==> src/hw/rtl/lse_pkg.sv <==
// types, codes and constants of the lsb steganography extractor
package lse_pkg;

	localparam int SAMPLE_W     = 32;
	localparam int VALUE_W      = 32;
	localparam int KIND_W       = 2;
	localparam int CFG_ADDR_W   = 3;
	localparam int CFG_DATA_W   = 32;
	localparam int HEADER_BYTES = 4;

	localparam logic [7:0] MARK_ONE  = 8'hFF;
	localparam logic [7:0] MARK_ZERO = 8'hFE;

	typedef enum logic [CFG_ADDR_W-1:0] {
		REG_BITS_CODE    = 3'd0,
		REG_SAMPLE_BYTES = 3'd1,
		REG_BIG_ENDIAN   = 3'd2,
		REG_EXPECT_EXT   = 3'd3,
		REG_CARRIER_LEN  = 3'd4
	} reg_addr_t;

	typedef enum logic [KIND_W-1:0] {
		KIND_PAYLOAD = 2'd0,
		KIND_EXT     = 2'd1,
		KIND_LEN     = 2'd2,
		KIND_LEN_ERR = 2'd3
	} kind_t;

	typedef enum logic [3:0] {
		PH_HEADER  = 4'b0001,
		PH_PAYLOAD = 4'b0010,
		PH_EXT     = 4'b0100,
		PH_DONE    = 4'b1000
	} phase_t;

	typedef struct packed {
		logic [2:0]         bits_code;
		logic [2:0]         sample_bytes;
		logic               big_endian;
		logic               expect_extension;
		logic [VALUE_W-1:0] carrier_length;
	} cfg_t;

	typedef struct packed {
		kind_t              kind;
		logic [VALUE_W-1:0] value;
		logic               last;
	} result_t;

endpackage

==> src/hw/rtl/lse_if.sv <==
// handshake interfaces for sample, result and configuration channels
interface lse_in_if;
	import lse_pkg::*;
	logic                valid;
	logic                ready;
	logic [SAMPLE_W-1:0] sample;
	logic                start_req;
	modport source (output valid, sample, start_req, input ready);
	modport sink (input valid, sample, start_req, output ready);
endinterface

interface lse_out_if;
	import lse_pkg::*;
	logic               valid;
	logic               ready;
	logic [KIND_W-1:0]  kind;
	logic [VALUE_W-1:0] value;
	logic               last;
	modport source (output valid, kind, value, last, input ready);
	modport sink (input valid, kind, value, last, output ready);
endinterface

interface lse_cfg_if;
	import lse_pkg::*;
	logic                  valid;
	logic                  ready;
	logic [CFG_ADDR_W-1:0] addr;
	logic [CFG_DATA_W-1:0] data;
	modport source (output valid, addr, data, input ready);
	modport sink (input valid, addr, data, output ready);
endinterface

==> src/hw/rtl/lse_cfg_regs.sv <==
// configuration register file of the extractor
module lse_cfg_regs (
	input  logic         clk,
	input  logic         arst_n,
	lse_cfg_if.sink      cfg,
	output lse_pkg::cfg_t regs
);
	import lse_pkg::*;

	cfg_t regs_q;

	assign cfg.ready = 1'b1;
	assign regs      = regs_q;

	always_ff @(posedge clk or negedge arst_n) begin
		if (!arst_n) begin
			regs_q.bits_code        <= 3'd1;
			regs_q.sample_bytes     <= 3'd1;
			regs_q.big_endian       <= 1'b0;
			regs_q.expect_extension <= 1'b1;
			regs_q.carrier_length   <= '1;
		end else if (cfg.valid) begin
			case (reg_addr_t'(cfg.addr))
				REG_BITS_CODE:    regs_q.bits_code        <= cfg.data[2:0];
				REG_SAMPLE_BYTES: regs_q.sample_bytes     <= cfg.data[2:0];
				REG_BIG_ENDIAN:   regs_q.big_endian       <= cfg.data[0];
				REG_EXPECT_EXT:   regs_q.expect_extension <= cfg.data[0];
				REG_CARRIER_LEN:  regs_q.carrier_length   <= cfg.data[VALUE_W-1:0];
				default: begin
				end
			endcase
		end
	end

endmodule

==> src/hw/rtl/lse_extract.sv <==
// bit collection, header decode and phase control for one item per cycle while step is high
module lse_extract (
	input  logic                         clk,
	input  logic                         arst_n,
	input  lse_pkg::cfg_t                cfg,
	input  logic                         step,
	input  logic [lse_pkg::SAMPLE_W-1:0] sample,
	input  logic                         start_req,
	output logic                         res_valid,
	output lse_pkg::result_t             res
);
	import lse_pkg::*;

	logic [2:0]         bit_pos_q, bit_pos_b, bit_pos_n;
	logic [7:0]         acc_q, acc_b, acc_n;
	logic [VALUE_W-1:0] cnt_q, cnt_b, cnt_n, cnt_inc;
	logic [VALUE_W-1:0] plen_q, plen_b, plen_n, plen_hdr;
	phase_t             phase_q, phase_b, phase_n;

	logic       enhanced;
	logic [2:0] nm;
	logic [3:0] n4;
	logic [1:0] sb_sel;
	logic [7:0] target;
	logic [7:0] mask8;
	logic [2:0] bp_al;
	logic [3:0] bp_nx;
	logic [3:0] sh;
	logic [7:0] acc_nx;
	logic       skip;

	always_comb begin
		enhanced = (cfg.bits_code == 3'd0);
		case (cfg.bits_code)
			3'd0, 3'd1: nm = 3'd0;
			3'd2:       nm = 3'd1;
			3'd3:       nm = 3'd3;
			default:    nm = 3'd7;
		endcase
		n4 = {1'b0, nm} + 4'd1;

		if (enhanced || cfg.sample_bytes <= 3'd1) begin
			sb_sel = 2'd0;
		end else if (cfg.sample_bytes >= 3'd4) begin
			sb_sel = 2'd3;
		end else begin
			sb_sel = 2'(cfg.sample_bytes - 3'd1);
		end
		target = cfg.big_endian ? sample[{sb_sel, 3'b000} +: 8] : sample[7:0];

		// restart applies before the item is used
		bit_pos_b = start_req ? 3'd0 : bit_pos_q;
		acc_b     = start_req ? 8'd0 : acc_q;
		cnt_b     = start_req ? '0 : cnt_q;
		plen_b    = start_req ? '0 : plen_q;
		phase_b   = start_req ? PH_HEADER : phase_q;

		mask8  = 8'((9'h001 << n4) - 9'h001);
		bp_al  = bit_pos_b & ~nm;
		bp_nx  = {1'b0, bp_al} + n4;
		sh     = 4'd8 - bp_nx;
		acc_nx = acc_b | 8'({8'h00, target & mask8} << sh);

		cnt_inc  = cnt_b + 32'd1;
		plen_hdr = {plen_b[VALUE_W-9:0], acc_nx};

		skip = (phase_b == PH_DONE) ||
			(enhanced && target != MARK_ONE && target != MARK_ZERO);

		bit_pos_n = bit_pos_b;
		acc_n     = acc_b;
		cnt_n     = cnt_b;
		plen_n    = plen_b;
		phase_n   = phase_b;
		res_valid = 1'b0;
		res.kind  = KIND_PAYLOAD;
		res.value = {{(VALUE_W-8){1'b0}}, acc_nx};
		res.last  = 1'b0;

		if (!skip) begin
			if (!bp_nx[3]) begin
				bit_pos_n = bp_nx[2:0];
				acc_n     = acc_nx;
			end else begin
				bit_pos_n = 3'd0;
				acc_n     = 8'd0;
				case (phase_b)
					PH_HEADER: begin
						plen_n = plen_hdr;
						if (cnt_inc < VALUE_W'(HEADER_BYTES)) begin
							cnt_n = cnt_inc;
						end else begin
							cnt_n     = '0;
							res_valid = 1'b1;
							res.value = plen_hdr;
							if (plen_hdr > cfg.carrier_length) begin
								phase_n  = PH_DONE;
								res.kind = KIND_LEN_ERR;
								res.last = 1'b1;
							end else begin
								res.kind = KIND_LEN;
								if (plen_hdr != '0) begin
									phase_n = PH_PAYLOAD;
								end else if (cfg.expect_extension) begin
									phase_n = PH_EXT;
								end else begin
									phase_n  = PH_DONE;
									res.last = 1'b1;
								end
							end
						end
					end
					PH_PAYLOAD: begin
						cnt_n     = cnt_inc;
						res_valid = 1'b1;
						res.kind  = KIND_PAYLOAD;
						if (!(cnt_inc < plen_b)) begin
							if (cfg.expect_extension) begin
								phase_n = PH_EXT;
							end else begin
								phase_n  = PH_DONE;
								res.last = 1'b1;
							end
						end
					end
					PH_EXT: begin
						res_valid = 1'b1;
						res.kind  = KIND_EXT;
						if (acc_nx == 8'd0) begin
							phase_n  = PH_DONE;
							res.last = 1'b1;
						end
					end
					default: begin
					end
				endcase
			end
		end

		if (!step) begin
			res_valid = 1'b0;
		end
	end

	always_ff @(posedge clk or negedge arst_n) begin
		if (!arst_n) begin
			bit_pos_q <= 3'd0;
			acc_q     <= 8'd0;
			cnt_q     <= '0;
			plen_q    <= '0;
			phase_q   <= PH_HEADER;
		end else if (step) begin
			bit_pos_q <= bit_pos_n;
			acc_q     <= acc_n;
			cnt_q     <= cnt_n;
			plen_q    <= plen_n;
			phase_q   <= phase_n;
		end
	end

endmodule

==> src/hw/rtl/lsb_steg_extractor_unit.sv <==
// top level of the lsb steganography extractor
//
// channel  dir  payload                         accepted when
// smp      in   sample[31:0], start_req         smp.valid && smp.ready
// res      out  kind[1:0], value[31:0], last    res.valid && res.ready
// cfg      in   addr[2:0], data[31:0]           cfg.valid && cfg.ready
//
// one item per cycle sustained while res.ready does not stall the result register
// items pass an input register, then the extract logic writes the result register
// smp.ready drops only while the input register holds an item and the result register
// is stalled by res.ready; cfg.ready is always high
// reset restores the register defaults and the header phase
module lsb_steg_extractor_unit (
	input  logic      clk,
	input  logic      arst_n,
	lse_in_if.sink    smp,
	lse_out_if.source res,
	lse_cfg_if.sink   cfg
);
	import lse_pkg::*;

	cfg_t                regs;
	logic                valid_s1;
	logic [SAMPLE_W-1:0] sample_s1;
	logic                start_s1;
	logic                adv;
	logic                step;
	logic                step_res_valid;
	result_t             step_res;
	logic                res_valid_q;
	result_t             res_q;

	lse_cfg_regs u_cfg_regs (
		.clk    (clk),
		.arst_n (arst_n),
		.cfg    (cfg),
		.regs   (regs)
	);

	assign adv       = !res_valid_q || res.ready;
	assign step      = valid_s1 && adv;
	assign smp.ready = !valid_s1 || adv;

	lse_extract u_extract (
		.clk       (clk),
		.arst_n    (arst_n),
		.cfg       (regs),
		.step      (step),
		.sample    (sample_s1),
		.start_req (start_s1),
		.res_valid (step_res_valid),
		.res       (step_res)
	);

	always_ff @(posedge clk or negedge arst_n) begin
		if (!arst_n) begin
			valid_s1 <= 1'b0;
		end else if (smp.ready) begin
			valid_s1 <= smp.valid;
		end
	end

	always_ff @(posedge clk) begin
		if (smp.ready && smp.valid) begin
			sample_s1 <= smp.sample;
			start_s1  <= smp.start_req;
		end
	end

	always_ff @(posedge clk or negedge arst_n) begin
		if (!arst_n) begin
			res_valid_q <= 1'b0;
		end else if (adv) begin
			res_valid_q <= step && step_res_valid;
		end
	end

	always_ff @(posedge clk) begin
		if (step && step_res_valid) begin
			res_q <= step_res;
		end
	end

	assign res.valid = res_valid_q;
	assign res.kind  = res_q.kind;
	assign res.value = res_q.value;
	assign res.last  = res_q.last;

endmodule

==> src/flat_wrapper.sv <==
// flat-port wrapper written by rule: the top's interface ports become plain ports
module lsb_steg_extractor_unit_flat import lse_pkg::*;
  (clk, arst_n, smp_valid, smp_sample, smp_start_req, smp_ready, res_valid, res_kind, res_value, res_last, res_ready, cfg_valid, cfg_addr, cfg_data, cfg_ready);
  lse_in_if smp_i ();
  lse_out_if res_i ();
  lse_cfg_if cfg_i ();
  input  logic clk;
  input  logic arst_n;
  input wire logic [$bits(smp_i.valid)-1:0] smp_valid;
  input wire logic [$bits(smp_i.sample)-1:0] smp_sample;
  input wire logic [$bits(smp_i.start_req)-1:0] smp_start_req;
  output wire logic [$bits(smp_i.ready)-1:0] smp_ready;
  output wire logic [$bits(res_i.valid)-1:0] res_valid;
  output wire logic [$bits(res_i.kind)-1:0] res_kind;
  output wire logic [$bits(res_i.value)-1:0] res_value;
  output wire logic [$bits(res_i.last)-1:0] res_last;
  input wire logic [$bits(res_i.ready)-1:0] res_ready;
  input wire logic [$bits(cfg_i.valid)-1:0] cfg_valid;
  input wire logic [$bits(cfg_i.addr)-1:0] cfg_addr;
  input wire logic [$bits(cfg_i.data)-1:0] cfg_data;
  output wire logic [$bits(cfg_i.ready)-1:0] cfg_ready;
  assign smp_i.valid = smp_valid;
  assign smp_i.sample = smp_sample;
  assign smp_i.start_req = smp_start_req;
  assign smp_ready = smp_i.ready;
  assign res_valid = res_i.valid;
  assign res_kind = res_i.kind;
  assign res_value = res_i.value;
  assign res_last = res_i.last;
  assign res_i.ready = res_ready;
  assign cfg_i.valid = cfg_valid;
  assign cfg_i.addr = cfg_addr;
  assign cfg_i.data = cfg_data;
  assign cfg_ready = cfg_i.ready;
  lsb_steg_extractor_unit u_core (.clk(clk), .arst_n(arst_n), .smp(smp_i), .res(res_i), .cfg(cfg_i));
endmodule
==> config.mk <==
export PLATFORM = sky130hd
export DESIGN_NAME = lsb_steg_extractor_unit_flat
export DESIGN_NICKNAME = d
export VERILOG_FILES = /design/src/hw/rtl/lse_pkg.sv /design/src/hw/rtl/lse_if.sv /design/src/hw/rtl/lse_cfg_regs.sv /design/src/hw/rtl/lse_extract.sv /design/src/hw/rtl/lsb_steg_extractor_unit.sv /design/src/flat_wrapper.sv
export SDC_FILE = /design/constraint.sdc
export NUM_CORES = 1
export LEC_CHECK = 0
export ABC_AREA = 1
export BUFFER_PORTS_ARGS = -buffer_cell sky130_fd_sc_hd__buf_2
export CAP_MARGIN = 20
export CORE_MARGIN = 2
export CORE_UTILIZATION = 64
export DETAILED_ROUTE_END_ITERATION = 8
export PLACE_DENSITY = 0.88
export SLEW_MARGIN = 25
export SYNTH_ARGS = -nofsm -noshare
export SYNTH_HDL_FRONTEND = slang
export SYNTH_SLANG_ARGS = --single-unit
==> constraint.sdc <==
create_clock -name clk -period 8.98 [get_ports clk]
set_input_delay 0 -clock clk [delete_from_list [all_inputs] [get_ports clk]]
set_output_delay 0 -clock clk [all_outputs]
set_load 0.01 [all_outputs]
==> insert_results.sql <==
INSERT INTO impl_metrics (metric_group, metric, value, unit) VALUES
('outcome', 'outcome', 'finished, final reports clean', ''),
('power', 'cellPowerDensity', '241', 'nW/um2'),
('global_routing', 'grt_pass1_wl', '56400', 'um'),
('clock_network', 'cts_root_buf', 'sky130_fd_sc_hd__clkbuf_16', ''),
('global_routing', 'groute.usage.overall', '36.3', '%'),
('timing', 'max_clock_freq', '0.189', 'GHz'),
('critical_path', 'critPathLaunchType', 'flip-flop', ''),
('critical_path', 'timing.critical_path.buf_inv', '3', ''),
('global_routing', 'first_global_vias', '11150', ''),
('placed_design', 'gp_congestion', '1.02', ''),
('synth', 'ys_async_sr_fraction', '64.0', '%'),
('critical_path', 'crit_slowest_cell', 'sky130_fd_sc_hd__dfrtp_1', ''),
('power', 'irDropWorstVdd', '0.178', 'mV'),
('timing', 'setup_failing_eps_final', '0', ''),
('clock_network', 'bufs_on_longest_clock_path', '2', ''),
('synth', 'synth_flop_cell', 'sky130_fd_sc_hd__dfrtp_1', ''),
('final_layout', 'final_layout_size_suffix_gt1_share', '14.1', '%'),
('drt', 'vias_after_detailed_routing', '11664', ''),
('drt', 'drc_errors', '0', ''),
('drt', 'detail_route.vias_per_cell', '5.94', ''),
('timing', 'slew_headroom', '34.9', '%'),
('timing', 'drv_slew', '0', ''),
('synth', 'yosys.cell_types.count', '51', ''),
('final_layout', 'finalCoreUtilization', '75.6', '%'),
('placed_design', 'port_buffers', '109', ''),
('synth', 'synth-seq-cells', '189', ''),
('flow_run', 'maxCapViolCount', '0', ''),
('power', 'switching_power', '1.46', 'mW'),
('final_layout', 'finalInstanceArea', '14000', 'um2'),
('final_layout', 'insertedDiodeCount', '0', ''),
('clock_network', 'ctsHtreeMaxLevel', '4', ''),
('critical_path', 'setup.worst_path.end_class', 'flip-flop', ''),
('global_routing', 'grt_max_degree', '82', ''),
('hold_path', 'timing.hold.worst.class', 'in2async', ''),
('placed_design', 'place_area', '12600', 'um2'),
('critical_path', 'path_cells', 'inv_1 -> nand2_1 -> nor2_1 -> nor2_1 -> nor3_1 -> fa_1 -> inv_1 -> ha_1 -> inv_1 -> nand4_1 -> o21ai_0 -> nand2_1 -> o21ai_0 -> ha_1 -> a21oi_1 -> o21ai_0 -> o21ai_0 -> o2111ai_1 -> nand2_1 -> a21boi_0 -> nor2_1 -> nor3_1 -> nand2_1 -> a21oi_1', ''),
('drt', 'totalWireLength', '35700', 'um'),
('final_layout', 'flow.area_growth_from_synthesis', '16.8', '%'),
('die', 'start_util', '64.7', '%'),
('synth', 'synthesis.nets', '1697', ''),
('synth', 'number_of_warnings_issued_by_yosys', '0', ''),
('global_routing', 'global_route.overflow_total', '0', ''),
('die', 'row_count', '50', ''),
('die', 'floorplan.die.height', '141', 'um'),
('die', 'floorplan.core_area', '18500', 'um2'),
('drt', 'drtPass1Iterations', '8', ''),
('critical_path', 'critical_path.max_stage_delay', '500', 'ps'),
('die', 'floorplan.die.width', '141', 'um'),
('synth', 'seq_area_frac_synth', '42.7', '%'),
('power', 'p_seq_share', '35.8', '%'),
('die', 'fp.dieArea', '19800', 'um2'),
('power', 'finalPower', '3.38', 'mW'),
('timing', 'final.min_clock_period', '5280', 'ps'),
('final_layout', 'nNetsFinal', '1859', ''),
('power', 'swShare', '43.3', '%'),
('synth', 'post_synth_inst_count', '1555', ''),
('clock_network', 'clock_insertion_delay_worst_skew', '450', 'ps'),
('timing', 'rsz0062_at_grt', 'false', ''),
('critical_path', 'crit_type', 'reg2reg', ''),
('critical_path', 'critPathArrivalTime', '5580', 'ps'),
('timing', 'fin_skew', '16.0', 'ps'),
('global_routing', 'number_of_antenna_violations_at_the_first_check_in_global_routing', '0', ''),
('clock_network', 'cts.sink_count', '189', ''),
('clock_network', 'path_clk_slew', '90', 'ps'),
('power', 'logic_gate_share_of_total_power', '41.8', '%'),
('timing', 'final_hold_viol_count', '0', ''),
('timing', 'setup-tns-final', '0', 'ps'),
('clock_network', 'tritoncts_clock_tree', 'built', ''),
('synth', 'synth_area', '12000', 'um2'),
('critical_path', 'reg2reg_slack', '3700', 'ps'),
('timing', 'timing_worst_slew_pin_value', '976', 'ps');
[registers in the layout (all words and copies together) (netlist names), 2 cells and up]
name	flops
u_core.u_extract.cnt_q	32
u_core.res.kind	2
u_core.u_extract.acc_q	8
u_core.sample_s1	32
u_core.u_extract.phase_q	4
u_core.u_extract.plen_q	32
u_core.u_cfg_regs.regs	40
u_core.res.value	32
u_core.u_extract.bit_pos_q	3
[routing by layer]
metal	up-vias	wire length (um)	GRT usage, %
li1	5407	-	-
met1	5388	13700	46.5
met4	0	1630	15.6
met5	-	0	0
met2	725	16500	59.1
met3	144	3850	8.80
[timing repair]
action,CTS,global route
endpoints found under the hold margin,109,0
buffers inserted,0,0
gates resized for setup,0,0
hold buffers,76,0
[cells in the mapped netlist (2+ instances only)]
cell                         n  area share [%]
sky130_fd_sc_hd__nand4_1    30             1.6
sky130_fd_sc_hd__nand3_1    66             2.8
sky130_fd_sc_hd__o22ai_1    11            0.57
sky130_fd_sc_hd__edfxtp_1   68              17
sky130_fd_sc_hd__dfrtp_1    85              18
sky130_fd_sc_hd__a21oi_1   146             6.1
sky130_fd_sc_hd__nor2_1    193             6.0
sky130_fd_sc_hd__or2_2       2            0.10
sky130_fd_sc_hd__buf_4       2            0.13
sky130_fd_sc_hd__xor2_1     18             1.3
sky130_fd_sc_hd__buf_6       6            0.56
sky130_fd_sc_hd__a22o_1      2            0.15
sky130_fd_sc_hd__o21a_1      3            0.19
sky130_fd_sc_hd__a22oi_1    10            0.63
sky130_fd_sc_hd__buf_1       2           0.063
sky130_fd_sc_hd__o211ai_1    4            0.25
sky130_fd_sc_hd__nor3_2      6            0.50
sky130_fd_sc_hd__buf_2       5            0.21
sky130_fd_sc_hd__nor2_2     13            0.68
sky130_fd_sc_hd__nand2_2    11            0.57
sky130_fd_sc_hd__nor2_8      2            0.33
sky130_fd_sc_hd__nand3b_1    8            0.50
sky130_fd_sc_hd__clkbuf_1   33             1.0
sky130_fd_sc_hd__nand2_1   311             9.7
sky130_fd_sc_hd__ha_1       68             7.1
sky130_fd_sc_hd__inv_1     246             7.7
sky130_fd_sc_hd__o21ai_0   103             4.3
sky130_fd_sc_hd__dfstp_2    36             7.9
sky130_fd_sc_hd__o31ai_1     2            0.13
sky130_fd_sc_hd__nor2_4     12             1.1
sky130_fd_sc_hd__a31oi_1     2            0.10
sky130_fd_sc_hd__nor3_1     21            0.88
sky130_fd_sc_hd__nor4_1      7            0.37
sky130_fd_sc_hd__inv_2       3           0.094
sky130_fd_sc_hd__nand3_2     2            0.17
[stage by stage]
step | worst slack [ps] | hold slack [ps] | instances
after global placement | 4060 | 119 | 1855
final | 3700 | 159 | 1964
after global routing | 3340 | 194 | 1964
after floorplan | 4330 | -296 | 1555
after detailed placement | 3950 | 131 | 1855
after CTS | 3850 | 29.6 | 1963
[cells in the final DEF, fill, tap and decap left out, drive strengths merged, types with 2 or more instances in the layout]
| cell | n |
|---|---|
| edfxtp | 68 |
| dfstp | 36 |
| a21oi | 147 |
| a21boi | 2 |
| nand2 | 323 |
| a22o | 2 |
| nand4 | 30 |
| dlygate4sd3 | 76 |
| o31ai | 2 |
| nand3b | 8 |
| buf | 116 |
| ha | 68 |
| o22ai | 11 |
| o21ai | 104 |
| clkinvlp | 2 |
| clkbuf | 17 |
| a31oi | 2 |
| or2 | 2 |
| inv | 257 |
| a22oi | 10 |
| nor3 | 28 |
| xor2 | 18 |
| nor4 | 7 |
| clkinv | 6 |
| nand3 | 68 |
| nor2 | 220 |
| o211ai | 4 |
| o21a | 3 |
| dfrtp | 85 |
[cell families after synthesis]
| family | count (synthesis) | synth area share (%) |
|---|---|---|
| AO/OA/AOI/OAI | 292 | 13.1 |
| XOR/XNOR | 19 | 1.39 |
| adder cells (fa/ha/maj) | 69 | 7.26 |
| buffers and inverters | 299 | 10.0 |
| flip-flops | 189 | 42.7 |
| other | 1 | 0.0313 |
| AND/OR/NAND/NOR | 686 | 25.6 |
[cell type report]
type,instances,area [um2]
clock inverters,15,150
repair buffers,192,1370
flip-flops and latches,189,5110
inverters,250,943
clock buffers,17,425
multi-input cells,1067,5700
fillers,1276,4520
well taps,234,293
[worst register-to-register path: cells and delay by family (launching register included)]
kind                     cells  cell delay, ps
flip-flops                   1             500
buffers and inverters        3             450
AND/OR/NAND/NOR             10            1570
AO/OA/AOI/OAI                8            1530
adder cells (fa/ha/maj)      3            1090
[final timing paths]
check                      cells after the start                   startpoint                          end
hold / removal                                 2                       arst_n    u_core.u_extract.cnt_q[1]
min in group clk                               5                    cfg_valid   u_core.u_cfg_regs.regs[39]
setup reg to reg                              24   u_core.u_cfg_regs.regs[39]              u_core.res.last
hold reg to reg                                2  u_core.u_extract.phase_q[0]  u_core.u_extract.phase_q[0]
setup / recovery                              24   u_core.u_cfg_regs.regs[39]              u_core.res.last
max in group asynchronous                      3                       arst_n   u_core.u_extract.cnt_q[14]
[power groups by stage]
stage | Clock, mW | Sequential, mW | Combinational [mW]
after floorplan | 0 | 1.20 | 0.956
after global placement | 0 | 1.21 | 1.26
after detailed placement | 0 | 1.22 | 1.31
after CTS | 0.751 | 1.20 | 1.35
after global routing | 0.782 | 1.22 | 1.56
final | 0.756 | 1.21 | 1.41
Note: power is estimated with default switching activity, not from simulation.
